$ cat src/rtl/krt_pkg.sv
// Shared types, widths and helper functions of the keyed record table.
// No dependencies; the modules and interfaces of the block use it.
package krt_pkg;

	localparam int SLOTS_DEF = 128;
	localparam int OP_W      = 2;
	localparam int KEY_W     = 32;
	localparam int AMT_W     = 32;
	localparam int ST_W      = 2;
	localparam int SLOT_W    = 7;
	localparam int COUNT_W   = 8;
	localparam int TOTAL_W   = 39;

	typedef enum logic [OP_W-1:0] {
		OP_ADD    = 2'd0,
		OP_FIND   = 2'd1,
		OP_REMOVE = 2'd2,
		OP_CLEAR  = 2'd3
	} op_t;

	typedef enum logic [ST_W-1:0] {
		ST_OK   = 2'd0,
		ST_FULL = 2'd1,
		ST_MISS = 2'd2
	} status_t;

	typedef enum logic [2:0] {
		S_IDLE,
		S_EXEC,
		S_SCAN,
		S_HIT,
		S_MOVE,
		S_RESP
	} state_t;

	// Control of the shared accumulator.
	typedef struct packed {
		logic en;
		logic sub;
		logic clr;
	} acc_ctl_t;

	function automatic logic [TOTAL_W-1:0] widen_amount(input logic [AMT_W-1:0] a);
		return {{(TOTAL_W-AMT_W){a[AMT_W-1]}}, a};
	endfunction

endpackage

$ cat src/rtl/krt_total.sv
// Running total of all stored amounts, with the one shared add/subtract unit.
// Depends on krt_pkg.
module krt_total (
	input  logic                               clk,
	input  logic                               arst_n,
	input  krt_pkg::acc_ctl_t                  ctl,
	input  logic [krt_pkg::AMT_W-1:0]          operand,
	output logic signed [krt_pkg::TOTAL_W-1:0] total
);
	import krt_pkg::*;

	logic [TOTAL_W-1:0] total_q;
	logic [TOTAL_W-1:0] addend;

	// Subtraction is done as adding the complement plus one.
	assign addend = ctl.sub ? ~widen_amount(operand) : widen_amount(operand);

	always_ff @(posedge clk or negedge arst_n) begin
		if (!arst_n) begin
			total_q <= '0;
		end else if (ctl.clr) begin
			total_q <= '0;
		end else if (ctl.en) begin
			total_q <= total_q + addend + TOTAL_W'(ctl.sub);
		end
	end

	assign total = total_q;

endmodule

$ cat config.mk
export PLATFORM = sky130hd
export DESIGN_NAME = krt_total
export DESIGN_NICKNAME = d
export VERILOG_FILES = /design/src/rtl/krt_pkg.sv /design/src/rtl/krt_total.sv
export SDC_FILE = /design/constraint.sdc
export NUM_CORES = 1
export LEC_CHECK = 0
export BUFFER_PORTS_ARGS = -buffer_cell sky130_fd_sc_hd__buf_2
export CORE_MARGIN = 8
export CORE_UTILIZATION = 45
export CTS_CLUSTER_DIAMETER = 30
export DETAILED_ROUTE_END_ITERATION = 12
export HOLD_SLACK_MARGIN = 0.15
export PLACE_DENSITY = 0.77
export SLEW_MARGIN = 20
export SYNTH_ARGS = -nofsm -noshare
export SYNTH_HDL_FRONTEND = slang
export SYNTH_SLANG_ARGS = --single-unit
$ cat constraint.sdc
create_clock -name clk -period 2.6 [get_ports clk]
set_clock_uncertainty 0.05 [all_clocks]
set_input_delay 0.39 -clock clk [delete_from_list [all_inputs] [get_ports clk]]
set_output_delay 0.39 -clock clk [all_outputs]
set_load 0.05 [all_outputs]
==> results.sh, run 1 <==
export IMPL_slew_headroom_pct=34.6
export IMPL_cts_buffers=5
export IMPL_ys_ff_latch=39
export IMPL_finalNetCount=785
export IMPL_synth_top_family_by_area="compound AO/OA/AOI/OAI gates"
export IMPL_finalSetupViolCount=27
export IMPL_p_sw_share_pct=48.7
export IMPL_grt_pass1_vias=5143
export IMPL_drt_iter0_drc=381
export IMPL_power_frac_comb_pct=76.0
export IMPL_timing_rr_start="total[0]"
export IMPL_grt_max_degree=40
export IMPL_portBuffers=75
export IMPL_power_density_nw_per_um2=815
export IMPL_via_per_inst=6.17
export IMPL_die_h_um=109
export IMPL_wl_mm=18.2
export IMPL_diodes=0
export IMPL_postSynthCellCount=469
export IMPL_synth_edf_count=0
export IMPL_track_usage_pct=25.3
export IMPL_synth_area_top_cells="dfrtp_1 (25%), ha_1 (12%), xor2_1 (9.2%)"
export IMPL_grt_overflow=0
export IMPL_num_vias=5043
export IMPL_synth_area_per_cell_um2=8.36
export IMPL_place_inst=760
export IMPL_clkSinkCount=39
export IMPL_hold_violations=0
export IMPL_hp_class="input pin to asynchronous set/reset pin"
export IMPL_io_pins=76
export IMPL_synth_largest_area_cell="dfrtp_1"
export IMPL_wl_per_cell_um=22.2
export IMPL_power_clock_fraction_pct=8.2
export IMPL_layout_drive_gt1_share_pct=52.9
export IMPL_fmax_mhz=327
export IMPL_startpoint="ctl[1]"
export IMPL_period_needed_ns=3.06
export IMPL_seq_area_frac_synth_pct=24.9
export IMPL_async_flop_share_pct=100
export IMPL_tightest_slew_ns=0.981
export IMPL_syn_area_um2=3920
export IMPL_antenna_found_initial=0
export IMPL_intPower_w=0.00279
export IMPL_worstRegToRegCells=12
export IMPL_synth_cell_type_count=58
export IMPL_synth_xor_area_share_pct=12.1
export IMPL_total_leakage_power_nw=3.34
export IMPL_layout_worst_path_cycle_share_pct=118
export IMPL_synthAdderAreaFrac_pct=13.0
export IMPL_critPathLaunchType="input pin"
export IMPL_critPathMaxFanout=7
export IMPL_p_seq_share_pct=15.8
export IMPL_slew_violations=0
export IMPL_synth_compound_area_share_pct=23.4
export IMPL_endpoint="total[34]"
export IMPL_clk_path_buf_depth=2
export IMPL_htree_levels=2
export IMPL_violations="setup timing"
export IMPL_clkTransAtPathRegs_ns=0.09
export IMPL_start_util_pct=45.6
export IMPL_remaining_drc_errors=0
export IMPL_firstDrtPassIters=6
export IMPL_r2r_slack_ns=-0.40
export IMPL_largest_register_ffs=39
export IMPL_dieArea_um2=12000
export IMPL_synthesis_nets=546
export IMPL_timing_rr_end="total[34]"
export IMPL_p_switching_w=0.00265
export IMPL_outcome="complete, but fails checks"
export IMPL_instances_no_fill=817
export IMPL_crit_arrival_ns=3.25
export IMPL_ys_warn_count=0
export IMPL_cts_root_buffer="clkbuf_8"
export IMPL_criticalPathCategory="input pin to register"
export IMPL_antenna_left=0
export IMPL_cts_tree="yes"
export IMPL_finalPower_w=0.00543
export IMPL_coreArea_um2=8590
export IMPL_fp_row_count=34
export IMPL_synth_area_mux_share_pct=6.73
export IMPL_peakVddDrop_mv=0.519
export IMPL_maxCapViolations=0
export IMPL_insertion_delay_ns=0.31
export IMPL_place_hpwl_mm=9.51
export IMPL_grt_pass1_wl_mm=24.2
export IMPL_rsz0062_at_grt="true"
export IMPL_die_x_um=109
export IMPL_cp_required_ns=2.79
export IMPL_syn2layout_area_growth_pct=69.9
export IMPL_cts_hold_buffers=0
export IMPL_ys_flop_type="dfrtp_1"
export IMPL_synth_top_area_share_pct=24.9
export IMPL_fin_ws_ns=-0.459
export IMPL_cp_end_kind="register"
export IMPL_synth_simple_area_share_pct=17.1
export IMPL_gp_congestion=0.913
==> stage by stage <==
step	TNS (ns)	utilization, %	hold slack (ns)	instance area, um2	setup slack, ns
floorplan	-4.47	-	0.0444	4060	-0.531
global placement	-11.17	62.9	0.467	5400	-0.624
detailed placement	-13.43	62.9	0.474	5400	-0.735
CTS	-1.92	71.4	0.214	6130	-0.242
global route	-9.80	77.5	0.248	6660	-0.651
finish	-6.81	77.5	0.168	6660	-0.459
==> cells in the mapped netlist (all sizes together) (4+ instances only) <==
| cell | count |
|---|---|
| xnor2 | 13 |
| a21oi | 46 |
| nor3 | 11 |
| o21a | 6 |
| nor2b | 4 |
| xor2 | 41 |
| or3 | 12 |
| mux2i | 24 |
| nand4 | 5 |
| ha | 39 |
| o211ai | 6 |
| a211oi | 4 |
| buf | 4 |
| a21o | 17 |
| nor2 | 55 |
| nand3 | 11 |
| inv | 9 |
| o21ai | 30 |
| clkbuf | 15 |
| dfrtp | 39 |
| nand2 | 35 |
==> layer usage <==
metal | vias to the layer above | part of all wire [%] | wire [um] | global-route usage (%)
met4 | 0 | 7.9 | 1430 | 16.0
met5 | - | 0 | 0 | 0
met3 | 144 | 7.2 | 1300 | 4.45
met2 | 349 | 49 | 8830 | 45.6
met1 | 2378 | 36 | 6610 | 26.8
li1 | 2172 | - | - | -
==> cell type report <==
| type | count | area (um2) |
|---|---|---|
| Clock inverter | 1 | 5.00 |
| Sequential cell | 39 | 976 |
| Clock buffer | 7 | 76.3 |
| Fill cell | 507 | 1930 |
| Multi-Input combinational cell | 402 | 3550 |
| Timing Repair Buffer | 251 | 1880 |
| Tap cell | 108 | 135 |
| Inverter | 9 | 33.8 |
==> worst max-delay path: stages <==
cell and delay (ns):
buf_16 0.14, buf_12 0.16, xor2_4 0.17, ha_4 0.23, buf_6 0.11, or3_4 0.38
o211ai_1 0.25, a21oi_4 0.12, o21ai_4 0.19, buf_4 0.17, a21oi_4 0.07, o21ai_0 0.52
nand3_2 0.16, a21oi_2 0.16
==> cells in the final DEF, fill, tap and decap left out, types with 8 or more instances in the layout <==
cell type / n
buf_6: 18
a21oi_1: 21
xnor2_1: 12
buf_4: 152
ha_1: 26
a21oi_2: 19
xor2_1: 31
nor2_1: 47
o21ai_0: 14
or3_1: 8
mux2i_1: 23
a21o_1: 16
buf_2: 74
nor3_1: 8
nand2_1: 29
dfrtp_1: 39
==> how the worst min path moves through the flow <==
stage / endpoint / startpoint
6_report: total[22] / arst_n
5_1_grt: total[21] / arst_n
4_1_cts: total[22] / arst_n
3_5_place_dp: total[27] / total[27]
3_3_place_gp: total[24] / total[24]
2_1_floorplan: total[0] / arst_n
==> power groups by stage <==
stage               logic, W  clock network [W]  registers [W]
finish               0.00413           0.000446       0.000860
global route         0.00433           0.000477       0.000869
CTS                  0.00344           0.000441       0.000841
detailed placement   0.00301                  0       0.000849
global placement     0.00295                  0       0.000841
floorplan            0.00146                  0        0.00129
==> repair_timing <==
action                     4_1_cts  5_1_grt
resized for setup               68       94
pin swaps                       52       63
setup buffers                   35       18
setup endpoints to repair       25       27
gates cloned                     4        0
==> kinds of logic (layout without fill, tap and decap cells) <==
group | count (synthesis) | in the layout
and+or+nand+nor | 146 | 146
xor gates and xnor gates | 54 | 54
adders and majority gates | 40 | 40
DFF | 39 | 39
buffers and inverters | 28 | 268
muxes | 25 | 25
AOI/OAI and AO/OA | 137 | 137
Note: power is estimated with default switching activity, not from simulation.
==> inputs of run 2 (changes only) <==
--- a/config.mk
+++ b/config.mk
@@ -5,6 +5,7 @@
 export SDC_FILE = /design/constraint.sdc
 export NUM_CORES = 1
 export LEC_CHECK = 0
+export ABC_AREA = 0
 export BUFFER_PORTS_ARGS = -buffer_cell sky130_fd_sc_hd__buf_2
 export CORE_MARGIN = 8
 export CORE_UTILIZATION = 45
==> constraint.sdc (replaced) <==
create_clock -name clk -period 2.6 [get_ports clk]
set_clock_uncertainty 0.05 [all_clocks]
set_input_delay 0.52 -clock clk [delete_from_list [all_inputs] [get_ports clk]]
set_output_delay 0.52 -clock clk [all_outputs]
set_load 0.05 [all_outputs]
==> results.sh, run 2 (synthesis results as in run 1) <==
export IMPL_outcome="complete, but fails checks"
export IMPL_tightest_slew_ns=0.974
export IMPL_die_h_um=109
export IMPL_clkTransAtPathRegs_ns=0.09
export IMPL_rsz0062_at_grt="true"
export IMPL_wl_mm=16.5
export IMPL_dieArea_um2=12000
export IMPL_worstRegToRegCells=11
export IMPL_violations="setup timing"
export IMPL_grt_max_degree=40
export IMPL_layout_worst_path_cycle_share_pct=124
export IMPL_finalSetupViolCount=26
export IMPL_power_density_nw_per_um2=805
export IMPL_instances_no_fill=807
export IMPL_place_hpwl_mm=9.56
export IMPL_peakVddDrop_mv=0.536
export IMPL_slowest_delay_ns=0.41
export IMPL_insertion_delay_ns=0.30
export IMPL_fp_row_count=34
export IMPL_criticalPathCategory="input pin to register"
export IMPL_finalPower_w=0.00519
export IMPL_period_needed_ns=3.22
export IMPL_diodes=0
export IMPL_crit_slowest_cell="ha_1"
export IMPL_timing_rr_start="total[9]"
export IMPL_coreArea_um2=8590
export IMPL_slew_headroom_pct=35.1
export IMPL_critPathLaunchType="input pin"
export IMPL_place_inst=763
export IMPL_fin_ws_ns=-0.616
export IMPL_total_leakage_power_nw=3.29
export IMPL_grt_pass1_vias=4898
export IMPL_nFillCells=532
export IMPL_hp_class="input pin to asynchronous set/reset pin"
export IMPL_clk_path_buf_depth=2
export IMPL_cts_root_buffer="clkbuf_8"
export IMPL_remaining_drc_errors=0
export IMPL_r2r_slack_ns=-0.37
export IMPL_cts_hold_buffers=0
export IMPL_finalNetCount=776
export IMPL_final_cell_mix="buf_4 (146), buf_2 (74), nor2_1 (49)"
export IMPL_layout_drive_gt1_share_pct=50.6
export IMPL_crit_arrival_ns=3.36
export IMPL_cts_tree="yes"
export IMPL_post_route_util_pct=75.1
export IMPL_crit_chain="buf_12, buf_12, xor2_1, ha_1, buf_6, nand3_1, nor3_2, a31oi_2, a21oi_2, o21ai_2, a211oi_2, o41ai_2, mux2i_1, mux2_2"
export IMPL_drt_iter0_drc=308
export IMPL_crit_path_frequent_cell="buf_12"
export IMPL_io_pins=76
export IMPL_maxCapViolations=0
export IMPL_gp_congestion=0.916
export IMPL_die_x_um=109
export IMPL_portBuffers=75
export IMPL_largest_register_ffs=39
export IMPL_grt_pass1_wl_mm=22.8
export IMPL_num_vias=4791
export IMPL_critPathMaxFanout=6
export IMPL_clkSinkCount=39
export IMPL_layout_commonest_cell="buf_4"
export IMPL_hold_violations=0
export IMPL_firstDrtPassIters=5
export IMPL_cp_required_ns=2.74
export IMPL_timing_rr_end="total[38]"
export IMPL_htree_levels=2
export IMPL_start_util_pct=45.6
export IMPL_slew_violations=0
export IMPL_fmax_mhz=311
export IMPL_cts_buffers=5
export IMPL_cp_end_kind="register"
export IMPL_holdWs_ns=0.317
export IMPL_wl_per_cell_um=20.4
export IMPL_grt_overflow=0
export IMPL_antenna_found_initial=0
export IMPL_via_per_inst=5.94
export IMPL_syn2layout_area_growth_pct=64.6
export IMPL_track_usage_pct=23.5
export IMPL_antenna_left=0
## run 2: changes by cell type in the layout (fill, tap and decap cells not counted), sizes merged
cell / before / now
clkbuf: 7 / 8
buf: 251 / 240
## run 2: repair_timing
| action | in CTS | in global routing |
|---|---|---|
| gates resized for setup | 52 | 84 |
| pin swaps | 30 | 61 |
| setup buffers | 22 | 18 |
| cloned | 1 | 2 |
| setup endpoints to repair | 27 | 27 |
## run 2: how the worst max path moves through the flow
| stage | startpoint | end | slack (ns) | cells after the start |
|---|---|---|---|---|
| 6_report | ctl[1] | total[38] | -0.62 | 14 |
| 4_1_cts | ctl[1] | total[38] | -0.39 | 14 |
| 5_1_grt | ctl[1] | total[38] | -0.74 | 14 |
| 3_5_place_dp | ctl[1] | total[38] | -0.87 | 13 |
| 3_3_place_gp | ctl[1] | total[38] | -0.74 | 13 |
| 2_1_floorplan | ctl[1] | total[27] | -0.66 | 13 |
## run 2: cell type report
class	instances	area (um2)	area share [%]
multi-input combinational	402	3420	53.1
clock buffer	6	82.6	1.28
timing repair buffer	242	1800	27.8
sequential	39	976	15.1
inverter	9	33.8	0.524
clock inverter	1	5.00	0.0776
tap	108	135	2.09
## run 2: metal layers
| metal | up-vias | GRT usage (%) | part of all wire, % |
|---|---|---|---|
| met1 | 2279 | 25.2 | 36 |
| met2 | 257 | 44.5 | 51 |
| li1 | 2155 | - | - |
| met5 | - | 0 | 0 |
| met3 | 100 | 3.58 | 6.7 |
| met4 | 0 | 9.74 | 5.7 |
## run 2: power by group
group	leakage, nW	switching [W]	internal [W]	total (W)
sequential	0.517	0.000122	0.000733	0.000855
combinational	2.73	0.00214	0.00174	0.00388
clock	0.0470	0.000251	0.000209	0.000460
total	3.29	0.00252	0.00268	0.00519
## run 2: critical path, delay by kind of cell
| family | cells | cell delay, ns |
|---|---|---|
| AOI/OAI and AO/OA | 5 | 0.87 |
| muxes | 2 | 0.53 |
| and+or+nand+nor | 2 | 0.44 |
| buffers and inverters | 3 | 0.41 |
| adders and majority gates | 1 | 0.41 |
| xor gates and xnor gates | 1 | 0.16 |
## run 2: metrics by stage
step / instance area [um2] / setup TNS, ns / worst slack [ns]
2_1_floorplan: 4060 / -7.80 / -0.661
3_3_place_gp: 5430 / -14.71 / -0.742
3_5_place_dp: 5430 / -16.64 / -0.874
4_1_cts: 5900 / -4.46 / -0.391
5_1_grt: 6450 / -10.97 / -0.737
6_report: 6450 / -8.45 / -0.616
==> inputs of run 3 (changes only) <==
--- a/config.mk
+++ b/config.mk
@@ -5,14 +5,14 @@
 export SDC_FILE = /design/constraint.sdc
 export NUM_CORES = 1
 export LEC_CHECK = 0
-export ABC_AREA = 0
+export ABC_AREA = 1
 export BUFFER_PORTS_ARGS = -buffer_cell sky130_fd_sc_hd__buf_2
 export CORE_MARGIN = 8
 export CORE_UTILIZATION = 45
 export CTS_CLUSTER_DIAMETER = 30
 export DETAILED_ROUTE_END_ITERATION = 12
 export HOLD_SLACK_MARGIN = 0.15
-export PLACE_DENSITY = 0.77
+export PLACE_DENSITY = 0.75
 export SLEW_MARGIN = 20
 export SYNTH_ARGS = -nofsm -noshare
 export SYNTH_HDL_FRONTEND = slang
==> constraint.sdc (replaced) <==
create_clock -name clk -period 2.9 [get_ports clk]
set_clock_uncertainty 0.05 [all_clocks]
set_input_delay 0.58 -clock clk [delete_from_list [all_inputs] [get_ports clk]]
set_output_delay 0.58 -clock clk [all_outputs]
set_load 0.05 [all_outputs]
==> results.sh, run 3 <==
export IMPL_cts_root_buffer="clkbuf_8"
export IMPL_synth_most_common_cell="nand2_1"
export IMPL_cts_hold_buffers=0
export IMPL_num_vias=4932
export IMPL_antenna_left=0
export IMPL_cp_top_family="simple AND/OR/NAND/NOR gates"
export IMPL_power_density_nw_per_um2=584
export IMPL_maxCapViolations=0
export IMPL_layout_worst_path_cycle_share_pct=84.5
export IMPL_worst_path_buf_inv=3
export IMPL_synth_cells_most_frequent="nand2_1 (301), inv_1 (130), nor2_1 (76), nand3_1 (45), a21oi_1 (40)"
export IMPL_via_per_inst=4.88
export IMPL_remaining_drc_errors=0
export IMPL_synth_cell_type_count=28
export IMPL_crit_arrival_ns=2.61
export IMPL_fmax_mhz=408
export IMPL_hold_violations=0
export IMPL_period_needed_ns=2.45
export IMPL_firstDrtPassIters=5
export IMPL_largest_register_ffs=39
export IMPL_syn_area_um2=4660
export IMPL_layout_commonest_cell="nand2_1"
export IMPL_coreArea_um2=10200
export IMPL_cts_resized=0
export IMPL_cp_end_kind="register"
export IMPL_grt_overflow=0
export IMPL_total_leakage_power_nw=3.21
export IMPL_slew_violations=0
export IMPL_setup_tns_final_ns=0
export IMPL_seq_area_frac_synth_pct=21.0
export IMPL_postSynthCellCount=797
export IMPL_syn2layout_area_growth_pct=13.6
export IMPL_final_cell_mix="nand2_1 (301), inv_1 (130), nor2_1 (75), buf_2 (75), nand3_1 (45)"
export IMPL_clkSinkCount=39
export IMPL_synth_edf_count=0
export IMPL_slowest_delay_ns=0.32
export IMPL_synth_largest_area_cell="nand2_1"
export IMPL_start_util_pct=45.7
export IMPL_drt_iter0_drc=353
export IMPL_synth_top_area_share_pct=24.3
export IMPL_place_hpwl_mm=10.8
export IMPL_synthesis_nets=874
export IMPL_postCtsSetupBuffers=0
export IMPL_rsz0062_at_grt="false"
export IMPL_grt_pass1_wl_mm=22.8
export IMPL_wl_mm=13.5
export IMPL_track_usage_pct=19.6
export IMPL_gp_congestion=0.930
export IMPL_antenna_found_initial=0
export IMPL_ys_flop_type="dfrtp_1"
export IMPL_synth_simple_area_share_pct=40.4
export IMPL_synth_xor_area_share_pct=6.58
export IMPL_portBuffers=75
export IMPL_die_x_um=118
export IMPL_clk_path_buf_depth=2
export IMPL_insertion_delay_ns=0.31
export IMPL_layout_drive_gt1_share_pct=13.4
export IMPL_synth_area_per_cell_um2=5.84
export IMPL_crit_path_frequent_cell="nand2_1"
export IMPL_synth_top_family_by_area="simple AND/OR/NAND/NOR gates"
export IMPL_htree_levels=2
export IMPL_wl_per_cell_um=13.4
export IMPL_hp_class="input pin to asynchronous set/reset pin"
export IMPL_fp_row_count=37
export IMPL_crit_chain="buf_2, buf_12, xor2_1, ha_1, nand2_1, inv_1, nand2_1, nand2_1, a21oi_1, nand3_1, nand2_1, nand3_1, nand3_1, nand2_1"
export IMPL_grt_pass1_vias=4662
export IMPL_peakVddDrop_mv=0.274
export IMPL_clkTransAtPathRegs_ns=0.09
export IMPL_crit_slowest_cell="ha_1"
export IMPL_io_pins=76
export IMPL_synthAdderAreaFrac_pct=10.9
export IMPL_finalNetCount=952
export IMPL_dieArea_um2=13900
export IMPL_grt_max_degree=40
export IMPL_critPathMaxFanout=25
export IMPL_critPathLaunchType="input pin"
export IMPL_finalSetupViolCount=0
export IMPL_ys_warn_count=0
export IMPL_criticalPathCategory="input pin to register"
export IMPL_synth_area_top_cells="nand2_1 (24%), dfrtp_1 (21%), ha_1 (10%)"
export IMPL_async_flop_share_pct=100
export IMPL_holdWs_ns=0.358
export IMPL_synth_area_mux_share_pct=0
export IMPL_diodes=0
export IMPL_cts_tree="yes"
export IMPL_outcome="finished, final reports clean"
export IMPL_cp_required_ns=3.06
export IMPL_ys_ff_latch=39
export IMPL_die_h_um=118
export IMPL_tightest_slew_ns=0.947
export IMPL_cts_buffers=5
export IMPL_synth_compound_area_share_pct=9.49
export IMPL_slew_headroom_pct=36.8
==> run 3: cell types whose count changed in the layout (fill, tap and decap cells not counted), sizes merged, moves of 9 or more <==
cell and delta:
or3 -12, nand3 +38, mux2i -24, xor2 -9, nor2 +30, a21o -16
inv +122, nand2 +279, buf -158, xnor2 -10
==> run 3: metal layers <==
layer  up-vias  GRT usage (%)  wire length, um
met5         -              0                0
met4         0           6.16              280
met3        20           4.51              942
met2       156           29.6             5580
met1      2152           27.1             6700
li1       2604              -                -
==> run 3: kinds of logic (layout without fill, tap and decap cells) <==
| kind of cell | count (synthesis) | after routing |
|---|---|---|
| xor gates and xnor gates | 35 | 35 |
| DFF | 39 | 39 |
| AOI/OAI and AO/OA | 83 | 83 |
| adders and majority gates | 40 | 40 |
| buffers and inverters | 142 | 219 |
| and+or+nand+nor | 458 | 458 |
==> run 3: worst reg2reg max path, cell delays in order (launching register included) <==
cell,delay [ns]
dfrtp_1,0.37
inv_1,0.04
nand2_1,0.10
and2_4,0.17
inv_1,0.05
fa_1,0.40
inv_1,0.11
nand3_1,0.07
nand3_1,0.10
buf_4,0.13
nand2_1,0.07
nand3_2,0.15
nand2_2,0.09
nand2_1,0.07
nand2_1,0.05
nand3_1,0.07
nand2_1,0.05
==> run 3: path summary, 6_finish.rpt <==
| path | start | endpoint | slack (ns) | depth (start not counted) |
|---|---|---|---|---|
| worst max-delay path | ctl[1] | total[33] | 0.45 | 14 |
| worst min-delay path | arst_n | total[11] | 0.36 | 1 |
| worst max register to register | total[0] | total[36] | 0.66 | 16 |
| worst min register to register | total[26] | total[26] | 0.47 | 2 |
| max in group asynchronous | arst_n | total[22] | 1.85 | 1 |
| min in group clk | total[26] | total[26] | 0.47 | 2 |
==> run 3: area by class of cell <==
type / instances / area, um2
flip-flops and latches: 39 / 976
repair buffers: 82 / 440
clock buffers: 6 / 72.6
inverters: 131 / 492
multi-input cells: 616 / 3140
well taps: 136 / 170
fillers: 1106 / 4900
==> run 3: per-stage QoR <==
step | cells | total power [W] | area, um2 | setup slack [ns] | utilization (%)
floorplan | 797 | 0.00219 | 4660 | 0.390 | -
global placement | 1004 | 0.00269 | 5220 | 0.170 | 51.2
detailed placement | 1004 | 0.00269 | 5220 | 0.142 | 51.2
CTS | 1010 | 0.00308 | 5290 | 0.481 | 51.9
global route | 1010 | 0.00335 | 5290 | 0.242 | 51.9
finish | 1010 | 0.00309 | 5290 | 0.448 | 51.9
==> run 3: power breakdown <==
| group | internal, W | switching (W) | total [W] |
|---|---|---|---|
| clock network | 0.000161 | 0.000219 | 0.000380 |
| registers | 0.000638 | 0.0000891 | 0.000728 |
| logic | 0.000585 | 0.00139 | 0.00198 |
